==> config.mk <==
export PLATFORM = sky130hd
export DESIGN_NAME = nearest_palette_color_mapper
export DESIGN_NICKNAME = d
export VERILOG_FILES = /design/src/hw/rtl/npcm_pkg.sv /design/src/hw/rtl/nearest_palette_color_mapper.sv /design/src/hw/rtl/npcm_dist.sv /design/src/hw/rtl/npcm_select.sv
export SDC_FILE = /design/constraint.sdc
export NUM_CORES = 2
export LEC_CHECK = 0
export BUFFER_PORTS_ARGS = -buffer_cell sky130_fd_sc_hd__clkbuf_2
export CAP_MARGIN = 20
export CORE_UTILIZATION = 45
export DETAILED_ROUTE_END_ITERATION = 6
export MAX_ROUTING_LAYER = met4
export PLACE_DENSITY = 0.6
export SLEW_MARGIN = 20
export SYNTH_ARGS = -nofsm -noshare
export SYNTH_HDL_FRONTEND = slang
export SYNTH_HIERARCHICAL = 1
export SYNTH_SLANG_ARGS = --single-unit
export TNS_END_PERCENT = 20
==> constraint.sdc <==
create_clock -name clock -period 7.8 [get_ports clock]
set_clock_uncertainty 0.05 [all_clocks]
set_input_delay 0.78 -clock clock [delete_from_list [all_inputs] [get_ports clock]]
set_output_delay 0.78 -clock clock [all_outputs]
set_load 0.1 [all_outputs]
==> src/hw/rtl/npcm_pkg.sv <==
`default_nettype none
// ----------------------------------------------------------------------------
// npcm_pkg
// Shared types, constants and helpers for the nearest palette colour mapper.
// ----------------------------------------------------------------------------
package npcm_pkg;

   localparam int unsigned PAL_ENTRIES = 16;
   localparam int unsigned IDX_W       = 4;
   localparam int unsigned CH_W        = 5;
   localparam int unsigned DIST_W      = 7;
   localparam int unsigned WORDS       = 4;
   localparam int unsigned WORD_W      = 64;
   localparam int unsigned ENTRY_W     = 16;
   localparam int unsigned CSR_IDX_W   = 3;

   localparam logic [1:0] MODE_TRUE    = 2'd0;
   localparam logic [1:0] MODE_GRAY    = 2'd1;
   localparam logic [1:0] MODE_INDEXED = 2'd2;

   localparam logic [CSR_IDX_W-1:0] CSR_COLOR_MODE = 3'd0;
   localparam logic [CSR_IDX_W-1:0] CSR_PALETTE_0  = 3'd1;
   localparam logic [CSR_IDX_W-1:0] CSR_PALETTE_1  = 3'd2;
   localparam logic [CSR_IDX_W-1:0] CSR_PALETTE_2  = 3'd3;
   localparam logic [CSR_IDX_W-1:0] CSR_PALETTE_3  = 3'd4;

   typedef logic [CH_W-1:0]                  chan_type;
   typedef logic [DIST_W-1:0]                dist_type;
   typedef logic [IDX_W-1:0]                 idx_type;
   typedef dist_type [PAL_ENTRIES-1:0]       dist_array_type;
   typedef logic [WORDS-1:0][WORD_W-1:0]     palette_type;

   // widen a 3-bit channel to five bits by bit replication
   function automatic chan_type widen3(input logic [2:0] v);
      return {v, v[2:1]};
   endfunction

   function automatic chan_type absdiff(input chan_type a, input chan_type b);
      return (a > b) ? (a - b) : (b - a);
   endfunction

endpackage : npcm_pkg
`default_nettype wire

==> src/hw/rtl/nearest_palette_color_mapper.sv <==
`default_nettype none
// ----------------------------------------------------------------------------
// nearest_palette_color_mapper
// Maps each pixel word to the nearest of 16 palette colours, or passes the
// byte through when mode bit 1 is set (indexed and spare modes).
// Each accepted word passes the input, distance and result registers in turn;
// rsp_tvalid rises once its result word is held in the result register.
// Throughput: one word per cycle unless stalled; the three pipeline registers (input,
// distance, result) advance together whenever the result register is empty
// or drains.
// Reset: synchronous; clears all valid flags, colour mode and palette.
// ----------------------------------------------------------------------------
module nearest_palette_color_mapper (
   input  wire         clock,
   input  wire         reset,
   input  wire         req_tvalid,
   output logic        req_tready,
   input  wire  [23:0] req_tdata,  // red_level [7:0], green_level [15:8], blue_level [23:16]
   output logic        rsp_tvalid,
   input  wire         rsp_tready,
   output logic [7:0]  rsp_tdata,  // pixel_index [7:0]
   input  wire         csr_we,
   input  wire  [2:0]  csr_index,
   input  wire  [63:0] csr_wdata
);

   logic                  advance;
   logic [1:0]            mode_ff;
   npcm_pkg::palette_type palette_ff;

   logic        s1_valid_ff;
   logic [7:0]  s1_red_ff, s1_green_ff, s1_blue_ff;

   npcm_pkg::chan_type       s2_red, s2_green, s2_blue;
   npcm_pkg::dist_array_type s2_dist_in;
   npcm_pkg::dist_array_type s2_dist_ff;
   logic                     s2_valid_ff;
   logic                     s2_pass_ff;
   logic [7:0]               s2_byte_ff;

   npcm_pkg::idx_type s3_index;
   logic [7:0]        rsp_data_in;
   logic [7:0]        rsp_data_ff;
   logic              rsp_valid_ff;
   logic              rsp_pass_ff;

   // configuration
   always_ff @(posedge clock) begin
      if (reset) begin
         mode_ff    <= npcm_pkg::MODE_TRUE;
         palette_ff <= '0;
      end else if (csr_we) begin
         unique case (csr_index)
            npcm_pkg::CSR_COLOR_MODE: mode_ff       <= csr_wdata[1:0];
            npcm_pkg::CSR_PALETTE_0:  palette_ff[0] <= csr_wdata;
            npcm_pkg::CSR_PALETTE_1:  palette_ff[1] <= csr_wdata;
            npcm_pkg::CSR_PALETTE_2:  palette_ff[2] <= csr_wdata;
            npcm_pkg::CSR_PALETTE_3:  palette_ff[3] <= csr_wdata;
            default: ;
         endcase
      end
   end

   assign advance    = !rsp_valid_ff || rsp_tready;
   assign req_tready = advance;

   // stage 1: capture input word
   always_ff @(posedge clock) begin
      if (reset) begin
         s1_valid_ff <= 1'b0;
      end else if (advance) begin
         s1_valid_ff <= req_tvalid;
      end
   end

   always_ff @(posedge clock) begin
      if (advance) begin
         s1_red_ff   <= req_tdata[7:0];
         s1_green_ff <= req_tdata[15:8];
         s1_blue_ff  <= req_tdata[23:16];
      end
   end

   // stage 2: distances to all entries
   always_comb begin
      s2_red   = s1_red_ff[7:3];
      s2_green = s1_green_ff[7:3];
      s2_blue  = s1_blue_ff[7:3];
      if (mode_ff == npcm_pkg::MODE_GRAY) begin
         s2_green = s1_red_ff[7:3];
         s2_blue  = s1_red_ff[7:3];
      end
   end

   npcm_dist u_dist (
      .red      (s2_red),
      .green    (s2_green),
      .blue     (s2_blue),
      .palette  (palette_ff),
      .distance (s2_dist_in)
   );

   always_ff @(posedge clock) begin
      if (reset) begin
         s2_valid_ff <= 1'b0;
      end else if (advance) begin
         s2_valid_ff <= s1_valid_ff;
      end
   end

   always_ff @(posedge clock) begin
      if (advance) begin
         s2_dist_ff <= s2_dist_in;
         s2_pass_ff <= mode_ff[1];
         s2_byte_ff <= s1_red_ff;
      end
   end

   // stage 3: pick the entry
   npcm_select u_select (
      .distance (s2_dist_ff),
      .index    (s3_index)
   );

   assign rsp_data_in = s2_pass_ff ? s2_byte_ff : 8'(s3_index);

   always_ff @(posedge clock) begin
      if (reset) begin
         rsp_valid_ff <= 1'b0;
      end else if (advance) begin
         rsp_valid_ff <= s2_valid_ff;
      end
   end

   always_ff @(posedge clock) begin
      if (advance) begin
         rsp_data_ff <= rsp_data_in;
         rsp_pass_ff <= s2_pass_ff;
      end
   end

   assign rsp_tvalid = rsp_valid_ff;
   assign rsp_tdata  = rsp_data_ff;

   a_index_range: assert property (@(posedge clock) disable iff (reset)
      rsp_valid_ff && !rsp_pass_ff |-> rsp_data_ff[7:4] == 4'd0)
      else $error("palette index out of range");

   a_reset_empty: assert property (@(posedge clock)
      $past(reset) |-> !rsp_valid_ff && !s2_valid_ff && !s1_valid_ff)
      else $error("pipeline not empty after reset");

   a_stage1_hold: assert property (@(posedge clock) disable iff (reset)
      s1_valid_ff && !advance |=> s1_valid_ff && $stable(s1_red_ff))
      else $error("stage 1 word lost during stall");

   a_stage2_hold: assert property (@(posedge clock) disable iff (reset)
      s2_valid_ff && !advance |=> s2_valid_ff && $stable(s2_dist_ff))
      else $error("stage 2 distances changed during stall");

endmodule : nearest_palette_color_mapper
`default_nettype wire

==> src/hw/rtl/npcm_dist.sv <==
`default_nettype none
// ----------------------------------------------------------------------------
// npcm_dist
// Sum of absolute channel differences from one pixel to all palette entries.
// ----------------------------------------------------------------------------
module npcm_dist (
   input  wire npcm_pkg::chan_type       red,
   input  wire npcm_pkg::chan_type       green,
   input  wire npcm_pkg::chan_type       blue,
   input  wire npcm_pkg::palette_type    palette,
   output npcm_pkg::dist_array_type      distance
);

   genvar k;
   generate
      for (k = 0; k < npcm_pkg::PAL_ENTRIES; k++) begin : g_entry
         localparam int unsigned WSEL = k / npcm_pkg::WORDS;
         localparam int unsigned ESEL = (k % npcm_pkg::WORDS) * npcm_pkg::ENTRY_W;
         logic [npcm_pkg::ENTRY_W-1:0] entry;
         npcm_pkg::chan_type pr, pg, pb;
         npcm_pkg::chan_type dr, dg, db;

         assign entry = palette[WSEL][ESEL +: npcm_pkg::ENTRY_W];
         assign pr    = npcm_pkg::widen3(entry[3:1]);
         assign pg    = npcm_pkg::widen3(entry[7:5]);
         assign pb    = npcm_pkg::widen3(entry[11:9]);
         assign dr    = npcm_pkg::absdiff(pr, red);
         assign dg    = npcm_pkg::absdiff(pg, green);
         assign db    = npcm_pkg::absdiff(pb, blue);
         assign distance[k] = npcm_pkg::dist_type'(dr) + npcm_pkg::dist_type'(dg)
                            + npcm_pkg::dist_type'(db);
      end
   endgenerate

endmodule : npcm_dist
`default_nettype wire

==> src/hw/rtl/npcm_select.sv <==
`default_nettype none
// ----------------------------------------------------------------------------
// npcm_select
// Pairwise tree that picks the first exact match, else the last nearest entry.
// ----------------------------------------------------------------------------
module npcm_select (
   input  wire npcm_pkg::dist_array_type distance,
   output npcm_pkg::idx_type             index
);

   localparam int unsigned LEVELS = npcm_pkg::IDX_W;

   npcm_pkg::dist_type lvl_d   [0:LEVELS][0:npcm_pkg::PAL_ENTRIES-1];
   npcm_pkg::idx_type  lvl_idx [0:LEVELS][0:npcm_pkg::PAL_ENTRIES-1];

   always_comb begin
      for (int l = 0; l <= LEVELS; l++) begin
         for (int i = 0; i < npcm_pkg::PAL_ENTRIES; i++) begin
            lvl_d[l][i]   = '0;
            lvl_idx[l][i] = '0;
         end
      end
      for (int i = 0; i < npcm_pkg::PAL_ENTRIES; i++) begin
         lvl_d[0][i]   = distance[i];
         lvl_idx[0][i] = npcm_pkg::idx_type'(i);
      end
      // lower half wins on an exact match, upper half wins ties otherwise
      for (int l = 0; l < LEVELS; l++) begin
         for (int i = 0; i < (npcm_pkg::PAL_ENTRIES >> (l + 1)); i++) begin
            if (lvl_d[l][2*i] != '0 && lvl_d[l][2*i+1] <= lvl_d[l][2*i]) begin
               lvl_d[l+1][i]   = lvl_d[l][2*i+1];
               lvl_idx[l+1][i] = lvl_idx[l][2*i+1];
            end else begin
               lvl_d[l+1][i]   = lvl_d[l][2*i];
               lvl_idx[l+1][i] = lvl_idx[l][2*i];
            end
         end
      end
   end

   assign index = lvl_idx[LEVELS][0];

endmodule : npcm_select
`default_nettype wire

==> flow_summary.ini <==
[setup_path]
r2r-end = rsp_tdata[2]$_DFFE_PP_
crit_type = reg -> reg
cp.required_ns = 8.09
cpPeakStageDelay_ns = 0.52
rrSetupSlack_ns = 0.26
timing.rr.start = s2_dist_ff[16]$_DFFE_PP_
endpoint_kind = register
crit_path_start_kind = register
cp_slowest_cell = edfxtp_1
crit_path_max_fanout = 5
crit_family = compound AO/OA/AOI/OAI gates
arrival_ns = 7.83
rr_worst_depth = 42
critPathBufInv = 6

[clocking]
cts_tree = built
cts_buffer_depth = 3
cts.sink_count = 296
cts_max_level = 2
cts-root-buf = clkbuf_16
cts_made_buffers = 43
clk_latency_ns = 0.60
clk_pin_slew_ns = 0.06

[layout]
area_growth_pct = 8.19
final_common_cell = ha_1
drive_gt1_share_pct = 9.87
final_cell_mix = ha_1 (596), nand2_1 (562), inv_1 (514), a21oi_1 (462), nor2_1 (202)
finalNetCount = 5467

[worst_hold_path]
hold_depth = 1
hold_end = s1_blue_ff[7]$_DFFE_PP_
worstHoldStart = req_tdata[23]
timing.hold.worst.class = in -> reg

[floorplan]
rows = 107
io_pins = 106
die_h_um = 296
initial_core_util_pct = 45.5
core_area_mm2 = 0.0853
dieArea_mm2 = 0.0874
die_x_um = 296

[sta]
whs_ns = 0.312
setup_viol = 0
slew_violations = 0
hold_viol = 0
period_minus_slack_ns = 7.54
timing.final.crit_share_pct = 96.7
slew_headroom_pct = 27.2
finalWorstSetupSlack_ns = 0.258
worstMarginPinSlew_ns = 1.09
clock.fmax_mhz = 133

[detailed_routing]
vias = 32800
first_pass_iters = 6
met3_length_um = 6930
route.antenna.remaining_nets = 0
drtIter0Drc = 2642
met2WireLength_um = 55000
viasPerCell = 5.69
drt-met1-wl_um = 55700
avgRoutedWirePerCell_um = 21.2
wl_um = 122000
route.detailed.drc = 0
highest_layer = met4

[placed_design]
gp_congestion = 0.969
port_buffers = 72
place_ws_ns = 0.139
dpl.hpwl_um = 87700

[outcome]
status = finished clean

[logic_synthesis]
synthesis.area_mm2 = 0.0388
yosys_warnings = 6
syn_area_per_cell_um2 = 8.53
syn_inst = 4550
syn_nets = 5434

[global_route]
grt_pass1_wl_um = 181000
grt_max_degree = 70
grt_use_total_pct = 28.2
antenna_found_initial = 2
gr-total-overflow = 0
grt_pass1_vias = 30500

[power]
p_per_area_mw_per_mm2 = 494
p_leak_uw = 0.0201
ir_drop_mv = 0.902

[run]
drv_cap = 0
-- per-layer routing --
metal | global-route usage, % | vias to the layer above
li1 | - | 15900
met1 | 38.2 | 15600
met2 | 44.4 | 1076
met3 | 2.56 | 218
met4 | 9.07 | 0
met5 | - | -
-- power breakdown --
| group | switching [µW] | leakage (µW) | internal, µW |
|---|---|---|---|
| clock | 831 | 0.000767 | 1350 |
| sequential | 301 | 0.00278 | 2260 |
| combinational | 8570 | 0.0166 | 7440 |
-- worst reg2reg max path, delay by kind of cell (launching register included) --
kind	cells	cell delay, ns
buffers and inverters	6	0.75
and+or+nand+nor	10	0.88
DFF	1	0.52
muxes	2	0.59
AOI/OAI and AO/OA	20	3.41
adders and majority gates	4	1.10
-- worst max-delay path by stage --
stage,start,to,depth (start not counted)
6_report,s2_dist_ff[16]$_DFFE_PP_,rsp_tdata[2]$_DFFE_PP_,42
5_1_grt,s2_dist_ff[15]$_DFFE_PP_,rsp_tdata[2]$_DFFE_PP_,42
3_3_place_gp,s2_dist_ff[47]$_DFFE_PP_,rsp_tdata[2]$_DFFE_PP_,38
3_5_place_dp,s2_dist_ff[47]$_DFFE_PP_,rsp_tdata[2]$_DFFE_PP_,38
2_1_floorplan,s2_dist_ff[47]$_DFFE_PP_,rsp_tdata[2]$_DFFE_PP_,41
4_1_cts,s2_dist_ff[47]$_DFFE_PP_,rsp_tdata[2]$_DFFE_PP_,38
-- registers in the layout, indices dropped and copies added (netlist names) --
register / count
s2_valid_ff: 1
mode_ff: 2
s1_valid_ff: 1
s1_green_ff: 5
rsp_tvalid: 1
s2_byte_ff: 8
rsp_tdata: 8
s2_pass_ff: 1
s2_dist_ff: 112
s1_blue_ff: 5
palette_ff: 144
s1_red_ff: 8
-- metrics by stage --
step | area, µm² | util, % | power [µW] | setup TNS, ns | std cells
finish | 42000 | 49.2 | 20700 | 0 | 5764
global route | 42000 | 49.2 | 22400 | -0.426 | 5763
CTS | 41800 | 49.0 | 19900 | 0 | 5757
detailed placement | 40200 | 47.1 | 17700 | 0 | 5677
global placement | 40200 | 47.1 | 17500 | 0 | 5675
floorplan | 38800 | - | 12400 | 0 | 4550
-- cell type report --
type	instances	area (µm²)
diodes	2	5.00
clock buffers	51	1180
clock inverters	29	378
fillers	8239	43300
inverters	524	1970
multi-input cells	3556	28600
flip-flops and latches	296	7400
well taps	1144	1430
repair buffers	162	1050
-- what timing repair did --
action                                  CTS  global route
hold buffers                              0             0
buffers inserted                          0             5
gates resized for setup                   0            47
endpoints found under the setup margin    0             4
(Power assumes the default switching activity.)
